### config.mk
export PLATFORM = sky130hd
export DESIGN_NAME = ipv6_neighbor_bridge_table
export DESIGN_NICKNAME = d
export VERILOG_FILES = /design/src/sv/ipv6nbt_pkg.sv /design/src/sv/ipv6nbt_addr_mem.sv /design/src/sv/ipv6nbt_scan.sv /design/src/sv/ipv6_neighbor_bridge_table.sv
export SDC_FILE = /design/constraint.sdc
export NUM_CORES = 2
export LEC_CHECK = 0
export ABC_CLOCK_PERIOD_IN_PS = 17400
export BUFFER_PORTS_ARGS = -buffer_cell sky130_fd_sc_hd__buf_2
export CAP_MARGIN = 20
export CELL_PAD_IN_SITES_DETAIL_PLACEMENT = 1
export CELL_PAD_IN_SITES_GLOBAL_PLACEMENT = 2
export CORE_MARGIN = 2
export CORE_UTILIZATION = 55
export DETAILED_ROUTE_END_ITERATION = 10
export PLACE_DENSITY = 0.95
export SYNTH_ARGS = -nofsm -noshare
export SYNTH_HDL_FRONTEND = slang
export SYNTH_SLANG_ARGS = --single-unit
### constraint.sdc
create_clock -name i_clk -period 17.4 [get_ports i_clk]
set_input_delay 0.87 -clock i_clk [delete_from_list [all_inputs] [get_ports i_clk]]
set_output_delay 0.87 -clock i_clk [all_outputs]
set_load 0.01 [all_outputs]
### src/sv/ipv6nbt_pkg.sv
// ----------------------------------------------------------------------------
// ipv6nbt_pkg
// Shared sizes, operation codes and types of the IPv6 neighbor bridge table.
// ----------------------------------------------------------------------------
package ipv6nbt_pkg;

    localparam int TABLE_DEPTH = 16;
    localparam int IDX_W       = (TABLE_DEPTH > 1) ? $clog2(TABLE_DEPTH) : 1;
    localparam int CNT_W       = $clog2(TABLE_DEPTH + 1);
    localparam int ADDR_W      = 64;
    localparam int OUT_IDX_W   = 4;

    localparam logic [1:0] OP_LOOKUP = 2'd0;
    localparam logic [1:0] OP_ADD    = 2'd1;
    localparam logic [1:0] OP_DELETE = 2'd2;

    typedef struct packed {
        logic [ADDR_W-1:0] high;
        logic [ADDR_W-1:0] low;
    } t_entry;

    typedef struct packed {
        logic             clr;
        logic             valid;
        logic             occupied;
        logic             reach;
        logic [IDX_W-1:0] idx;
    } t_scan_ctl;

    typedef struct packed {
        logic             match_now;
        logic             hit;
        logic [IDX_W-1:0] hit_idx;
        logic             hit_reach;
        logic             vic_found;
        logic [IDX_W-1:0] vic_idx;
    } t_scan_sts;

    function automatic logic [OUT_IDX_W-1:0] to_out_idx(input logic [IDX_W-1:0] idx);
        logic [IDX_W+OUT_IDX_W-1:0] ext;
        ext = {{OUT_IDX_W{1'b0}}, idx};
        return ext[OUT_IDX_W-1:0];
    endfunction

endpackage

### src/sv/ipv6nbt_addr_mem.sv
// ----------------------------------------------------------------------------
// ipv6nbt_addr_mem
// Address store: one write port, one read port with registered read data.
// ----------------------------------------------------------------------------
module ipv6nbt_addr_mem (
    input  logic                       i_clk,
    input  logic                       i_wr_en,
    input  logic [ipv6nbt_pkg::IDX_W-1:0] i_wr_addr,
    input  ipv6nbt_pkg::t_entry        i_wr_data,
    input  logic                       i_rd_en,
    input  logic [ipv6nbt_pkg::IDX_W-1:0] i_rd_addr,
    output ipv6nbt_pkg::t_entry        o_rd_data
);
    import ipv6nbt_pkg::*;

    t_entry r_mem [TABLE_DEPTH];
    t_entry r_rd_data;

    always_ff @(posedge i_clk) begin
        if (i_wr_en) begin
            r_mem[i_wr_addr] <= i_wr_data;
        end
        if (i_rd_en) begin
            r_rd_data <= r_mem[i_rd_addr];
        end
    end

    assign o_rd_data = r_rd_data;

endmodule

### src/sv/ipv6nbt_scan.sv
// ----------------------------------------------------------------------------
// ipv6nbt_scan
// Shared 128-bit compare unit with first-match and first-victim tracking.
// ----------------------------------------------------------------------------
module ipv6nbt_scan (
    input  logic                   i_clk,
    input  logic                   i_rst_n,
    input  ipv6nbt_pkg::t_scan_ctl i_ctl,
    input  ipv6nbt_pkg::t_entry    i_key,
    input  ipv6nbt_pkg::t_entry    i_rd_data,
    output ipv6nbt_pkg::t_scan_sts o_sts
);
    import ipv6nbt_pkg::*;

    logic             r_hit;
    logic [IDX_W-1:0] r_hit_idx;
    logic             r_hit_reach;
    logic             r_vic_found;
    logic [IDX_W-1:0] r_vic_idx;
    logic             w_match;

    assign w_match = i_ctl.valid && i_ctl.occupied && (i_rd_data == i_key);

    always_ff @(posedge i_clk) begin
        if (!i_rst_n || i_ctl.clr) begin
            r_hit       <= 1'b0;
            r_vic_found <= 1'b0;
        end else if (i_ctl.valid) begin
            if (w_match && !r_hit) begin
                r_hit       <= 1'b1;
                r_hit_idx   <= i_ctl.idx;
                r_hit_reach <= i_ctl.reach;
            end
            if (!i_ctl.reach && !r_vic_found) begin
                r_vic_found <= 1'b1;
                r_vic_idx   <= i_ctl.idx;
            end
        end
    end

    assign o_sts.match_now = w_match;
    assign o_sts.hit       = r_hit;
    assign o_sts.hit_idx   = r_hit_idx;
    assign o_sts.hit_reach = r_hit_reach;
    assign o_sts.vic_found = r_vic_found;
    assign o_sts.vic_idx   = r_vic_idx;

endmodule

### src/sv/ipv6_neighbor_bridge_table.sv
// ----------------------------------------------------------------------------
// ipv6_neighbor_bridge_table
// Neighbor address cache with lookup, add/refresh and delete.
// ----------------------------------------------------------------------------
// A request is taken at a rising edge where start is high and busy is low.
// busy then stays high through the scan and the finish state. The scan first
// issues the read of entry 0; then one compare unit checks one entry per
// cycle through the single read port of the address store. The finish state
// writes back. The result beat is on the o_ ports for one cycle, marked by
// o_valid, in the first cycle that busy is low. That cycle can also take the
// next request. The result beat cannot be held off, so it must be taken when
// shown. The table is empty after reset.
module ipv6_neighbor_bridge_table (
    input  logic                          i_clk,
    input  logic                          i_rst_n,
    input  logic                          start,
    output logic                          busy,
    input  logic [1:0]                    i_op,
    input  logic [ipv6nbt_pkg::ADDR_W-1:0] i_addr_high,
    input  logic [ipv6nbt_pkg::ADDR_W-1:0] i_addr_low,
    output logic                          o_valid,
    output logic                          o_found,
    output logic [ipv6nbt_pkg::OUT_IDX_W-1:0] o_entry_index,
    output logic                          o_entry_reachable,
    output logic                          o_stored_new,
    output logic                          o_table_full
);
    import ipv6nbt_pkg::*;

    typedef enum logic [1:0] {
        S_IDLE,
        S_SCAN,
        S_FINISH
    } t_state;

    t_state            r_state;
    logic [1:0]        r_op;
    t_entry            r_key;
    logic [CNT_W-1:0]  r_cnt;
    logic [CNT_W-1:0]  r_used;
    logic [TABLE_DEPTH-1:0] r_reach;

    logic              r_valid;
    logic              r_found;
    logic [OUT_IDX_W-1:0] r_entry_index;
    logic              r_entry_reachable;
    logic              r_stored_new;
    logic              r_table_full;

    logic [CNT_W-1:0]  w_cnt_m1;
    logic [IDX_W-1:0]  w_cmp_idx;
    logic              w_scan_last;
    logic              w_room;
    logic              w_wr_en;
    logic [IDX_W-1:0]  w_wr_addr;
    t_scan_ctl         w_ctl;
    t_scan_sts         w_sts;
    t_entry            w_rd_data;

    assign w_cnt_m1    = r_cnt - CNT_W'(1);
    assign w_cmp_idx   = w_cnt_m1[IDX_W-1:0];
    assign w_scan_last = (r_cnt == CNT_W'(TABLE_DEPTH));
    assign w_room      = (r_used < CNT_W'(TABLE_DEPTH));

    assign w_ctl.clr      = (r_state == S_IDLE);
    assign w_ctl.valid    = (r_state == S_SCAN) && (r_cnt != '0);
    assign w_ctl.occupied = (w_cnt_m1 < r_used);
    assign w_ctl.reach    = r_reach[w_cmp_idx];
    assign w_ctl.idx      = w_cmp_idx;

    // write back a new or replaced entry
    assign w_wr_en   = (r_state == S_FINISH) && (r_op == OP_ADD) && !w_sts.hit
                       && (w_room || w_sts.vic_found);
    assign w_wr_addr = w_room ? r_used[IDX_W-1:0] : w_sts.vic_idx;

    ipv6nbt_addr_mem u_mem (
        .i_clk     (i_clk),
        .i_wr_en   (w_wr_en),
        .i_wr_addr (w_wr_addr),
        .i_wr_data (r_key),
        .i_rd_en   ((r_state == S_SCAN) && !w_scan_last),
        .i_rd_addr (r_cnt[IDX_W-1:0]),
        .o_rd_data (w_rd_data)
    );

    ipv6nbt_scan u_scan (
        .i_clk     (i_clk),
        .i_rst_n   (i_rst_n),
        .i_ctl     (w_ctl),
        .i_key     (r_key),
        .i_rd_data (w_rd_data),
        .o_sts     (w_sts)
    );

    always_ff @(posedge i_clk) begin
        if (!i_rst_n) begin
            r_state <= S_IDLE;
            r_cnt   <= '0;
            r_used  <= '0;
            r_reach <= '0;
            r_valid <= 1'b0;
        end else begin
            r_valid <= 1'b0;
            case (r_state)
                S_IDLE: begin
                    if (start) begin
                        r_op      <= i_op;
                        r_key     <= '{high: i_addr_high, low: i_addr_low};
                        r_cnt     <= '0;
                        r_state   <= S_SCAN;
                    end
                end
                S_SCAN: begin
                    if ((r_op == OP_DELETE) && w_sts.match_now) begin
                        r_reach[w_cmp_idx] <= 1'b0;
                    end
                    if (w_scan_last) begin
                        r_state <= S_FINISH;
                    end else begin
                        r_cnt <= r_cnt + CNT_W'(1);
                    end
                end
                S_FINISH: begin
                    r_valid           <= 1'b1;
                    r_found           <= w_sts.hit;
                    r_entry_reachable <= w_sts.hit && w_sts.hit_reach;
                    r_entry_index     <= w_sts.hit ? to_out_idx(w_sts.hit_idx) : '0;
                    r_stored_new      <= 1'b0;
                    r_table_full      <= 1'b0;
                    if (r_op == OP_ADD) begin
                        if (w_sts.hit) begin
                            r_reach[w_sts.hit_idx] <= 1'b1;
                        end else if (w_room || w_sts.vic_found) begin
                            r_reach[w_wr_addr] <= 1'b1;
                            r_entry_index      <= to_out_idx(w_wr_addr);
                            r_stored_new       <= 1'b1;
                            if (w_room) begin
                                r_used <= r_used + CNT_W'(1);
                            end
                        end else begin
                            r_table_full <= 1'b1;
                        end
                    end
                    r_state <= S_IDLE;
                end
                default: begin
                    r_state <= S_IDLE;
                end
            endcase
        end
    end

    assign busy              = (r_state != S_IDLE);
    assign o_valid           = r_valid;
    assign o_found           = r_found;
    assign o_entry_index     = r_entry_index;
    assign o_entry_reachable = r_entry_reachable;
    assign o_stored_new      = r_stored_new;
    assign o_table_full      = r_table_full;

    a_finish_beat: assert property (@(posedge i_clk) disable iff (!i_rst_n)
        (r_state == S_FINISH) |=> o_valid)
        else $error("finish cycle gave no result beat");

    a_used_bound: assert property (@(posedge i_clk) disable iff (!i_rst_n)
        r_used <= CNT_W'(TABLE_DEPTH))
        else $error("fill count beyond table depth");

    a_new_not_found: assert property (@(posedge i_clk) disable iff (!i_rst_n)
        (o_valid && o_stored_new) |-> (!o_found && !o_table_full))
        else $error("new entry stored for a present address or a dropped add");

    a_full_clean: assert property (@(posedge i_clk) disable iff (!i_rst_n)
        (o_valid && o_table_full) |-> (!o_found && (o_entry_index == '0)
                                       && (r_used == CNT_W'(TABLE_DEPTH))))
        else $error("dropped add with room or a match");

    a_busy_no_beat: assert property (@(posedge i_clk) disable iff (!i_rst_n)
        (r_state == S_SCAN) |-> !o_valid || (r_cnt == '0))
        else $error("result beat during scan");

endmodule

==> metrics <==
FMAX=178 MHz; Synth top area share=0.788; # port buffers=142; DR WL/cell=41.2 um; Rel. slew slack=0.0968; Slowest-stage cell, CP=buf_4; Setup CP Type=flip-flop to flip-flop; crit-path cells=buf_4 -> buf_4 -> buf_4 -> buf_4 -> mux4_2 -> mux4_2; layout cells sized above 1=0.294; cts bufs inserted=222; die height=405 um; Antenna Nets Post-Route=0; row count=147; Post-synth EDFFs=2323; H-tree levels=4; GP Congestion=0.810; largest area contributor in the netlist=edfxtp_1; cell mode on critical path=buf_4; Clock Path Buffers=3; reg-to-reg endpoint=u_mem.o_rd_data[56]$_DFFE_PP_; Overflow after GRT=0; Syn Inst Count=3622; Hold Path Sink=r_key[55]$_DFFE_PP_; I/O pins=143; fin crit period=5630 ps; period utilization=0.323; DRT iter0 DRCs=7497; worst slew pin tran=1350 ps; Residual DRC=0; initial antenna violation count=9; Mean Syn Cell Area=24.4 um^2; Clock Sinks=2354; M1 WL=89.7 mm; CTS resizes=0; Fin Clk Skew=78.2 ps; power per cell area=117 nW/um^2; largest net degree at the start of global routing=150; via/cell ratio=7.10; Setup WS post-layout=11770 ps; setup violators final=0; top-count cell post-synth=edfxtp_1; Final Hold Viols=0; worst vdd ir=0.111 mV; hold path start=i_addr_low[55]; clk root buf=clkbuf_16; main area contributors after synthesis=edfxtp_1 (79%), mux4_2 (16%), dfxtp_1 (0.70%); Seq/Total Area, Yosys=0.795; main flop type after synthesis=edfxtp_1; Worst Hold Depth=1; CP Max Fanout=64; hold-fix buffers at CTS=0; Layout area overhead=12.2%; nets=4047; Max Used Layer=met5; ys async rst share=0; Hold WC Path Type=primary input to flip-flop; core area=160000 um^2; vias in the first global route=45869; Worst setup EP type=flip-flop; Total Die Area=164000 um^2; critical path required time=18000 ps; fin. max-slew vios=0; depth of the most critical reg-to-reg path=6; Synth top cells by count=edfxtp_1 (2323), mux4_2 (645), clkbuf_1 (98), xor2_1 (55), nor2_1 (53); cell area after synthesis=88500 um^2; Post-Syn Nets=3765; Post-CTS Setup Bufs=0; Clk Latency, worst-skew pair=900 ps; total negative setup slack=0 ps; dpl hpwl=121 mm; first-pass GRT wire length=363 mm; R2R setup slack=11770 ps; Detailed Routing Iterations Pass 1=8; flops & latches, synth=2354; via count=44350; RSZ-0062 raised after global routing=no; max_cap viols=0; wire length on met3=28.8 mm; max incr delay on CP=900 ps; total track usage=0.320; dpl ws=12160 ps; leakage power=30.1 nW; Filler cells=12693; synth unique cells=56; yosys warns=0; crit path launch type=flip-flop; Initial Util=0.553; TritonCTS clock tree=built; final WL=258 mm; Die Span X=405 um; FF-to-FF Start=r_cnt[1]$_SDFFE_PN0P_; outcome=completed; arrival time of the worst setup path=6230 ps; met2 WL=125 mm; clk slew on worst S/H paths=70 ps
==> state kept, by name (all words and copies together), names as in the netlist <==
name and count:
u_scan.r_hit_idx 4, o_stored_new 1, u_scan.r_vic_found 1, u_mem.o_rd_data 128, o_entry_reachable 1, o_table_full 1
u_scan.r_vic_idx 4, o_valid 1, u_scan.r_hit 1, o_entry_index 4, r_key 128, r_used 5
r_reach 16, u_scan.r_hit_reach 1, r_op 2, o_found 1, r_state 2, u_mem.r_mem 2048
r_cnt 5
==> logic make-up after synthesis <==
group / count (synthesis) / share of synthesized area
DFF: 2354 / 0.795
muxes: 648 / 0.164
buffers and inverters: 209 / 0.00944
and+or+nand+nor: 200 / 0.0121
AOI/OAI and AO/OA: 101 / 0.00794
xor gates and xnor gates: 100 / 0.00989
adders and majority gates: 10 / 0.00141
==> worst max path at each step <==
stage	startpoint	slack, ps	to	cells after the start
after global placement	r_cnt[1]$_SDFFE_PN0P_	12240	u_mem.o_rd_data[18]$_DFFE_PP_	6
final	r_cnt[1]$_SDFFE_PN0P_	11770	u_mem.o_rd_data[56]$_DFFE_PP_	6
after detailed placement	r_cnt[1]$_SDFFE_PN0P_	12160	u_mem.o_rd_data[54]$_DFFE_PP_	6
after floorplan	r_cnt[1]$_SDFFE_PN0P_	8660	r_cnt[4]$_SDFFE_PN0P_	13
after global routing	r_cnt[1]$_SDFFE_PN0P_	11680	u_mem.o_rd_data[70]$_DFFE_PP_	6
after CTS	r_cnt[1]$_SDFFE_PN0P_	11900	u_mem.o_rd_data[70]$_DFFE_PP_	6
==> worst max-delay path: cells and delay by family (launching register included) <==
family | cells | cell delay [ps]
flip-flops | 1 | 660
buffers and inverters | 4 | 3350
multiplexers | 2 | 1020
==> routing by layer <==
| layer | vias to the layer above | track usage |
|---|---|---|
| met2 | 4192 | 0.503 |
| li1 | 16112 | - |
| met5 | - | 0 |
| met4 | 16 | 0.161 |
| met1 | 23299 | 0.429 |
| met3 | 731 | 0.0723 |
==> layout by cell type (no fill, tap or decap), types with 4 or more instances in the layout <==
master,n
nand2_1,23
buf_12,11
clkinvlp_4,8
clkbuf_1,48
and3_1,4
or3_1,6
o31ai_1,4
nand2b_1,6
dfxtp_4,4
a21oi_1,17
clkinv_16,4
xnor2_1,45
a41o_1,4
inv_6,4
nor2_1,36
a31oi_1,10
buf_2,145
ha_1,10
a22oi_1,5
nor2_4,17
nor2b_1,19
bufinv_16,21
buf_4,58
xor2_1,55
nand4_1,22
edfxtp_1,2323
clkinv_8,4
clkinv_2,38
o2bb2ai_1,4
o21ai_0,16
nor3_1,25
inv_1,50
nor4_1,16
o22ai_1,11
dfxtp_1,27
nand3_1,6
clkbuf_16,225
mux4_2,645
clkinv_1,50
==> metrics by stage <==
step           hold slack [ps]  total power [mW]  instances  cell area (um^2)   util
2_1_floorplan              443              6.66       3622             88500      -
3_3_place_gp               453              6.79       5834             92100  0.575
3_5_place_dp               465              6.81       5836             92100  0.575
4_1_cts                    112              11.7       6241             99300  0.620
5_1_grt                    142              11.8       6245             99300  0.620
6_report                   161              11.7       6247             99400  0.620
==> final cells by class <==
type                       count  area, um^2  area share
sequential                  2354       70400       0.709
timing repair buffer         217        1450      0.0146
inverter                      50         188     0.00189
clock inverter               132        1340      0.0135
tap                         2160        2700      0.0272
multi-input combinational   1059       17500       0.176
antenna                        2        5.00   0.0000504
clock buffer                 273        5810      0.0585
==> power breakdown <==
group	switching [mW]	total [mW]	internal [mW]
sequential	0.0846	6.33	6.24
combinational	0.215	0.391	0.176
clock	2.24	4.93	2.69
total	2.54	11.6	9.11
(Power assumes the default switching activity.)
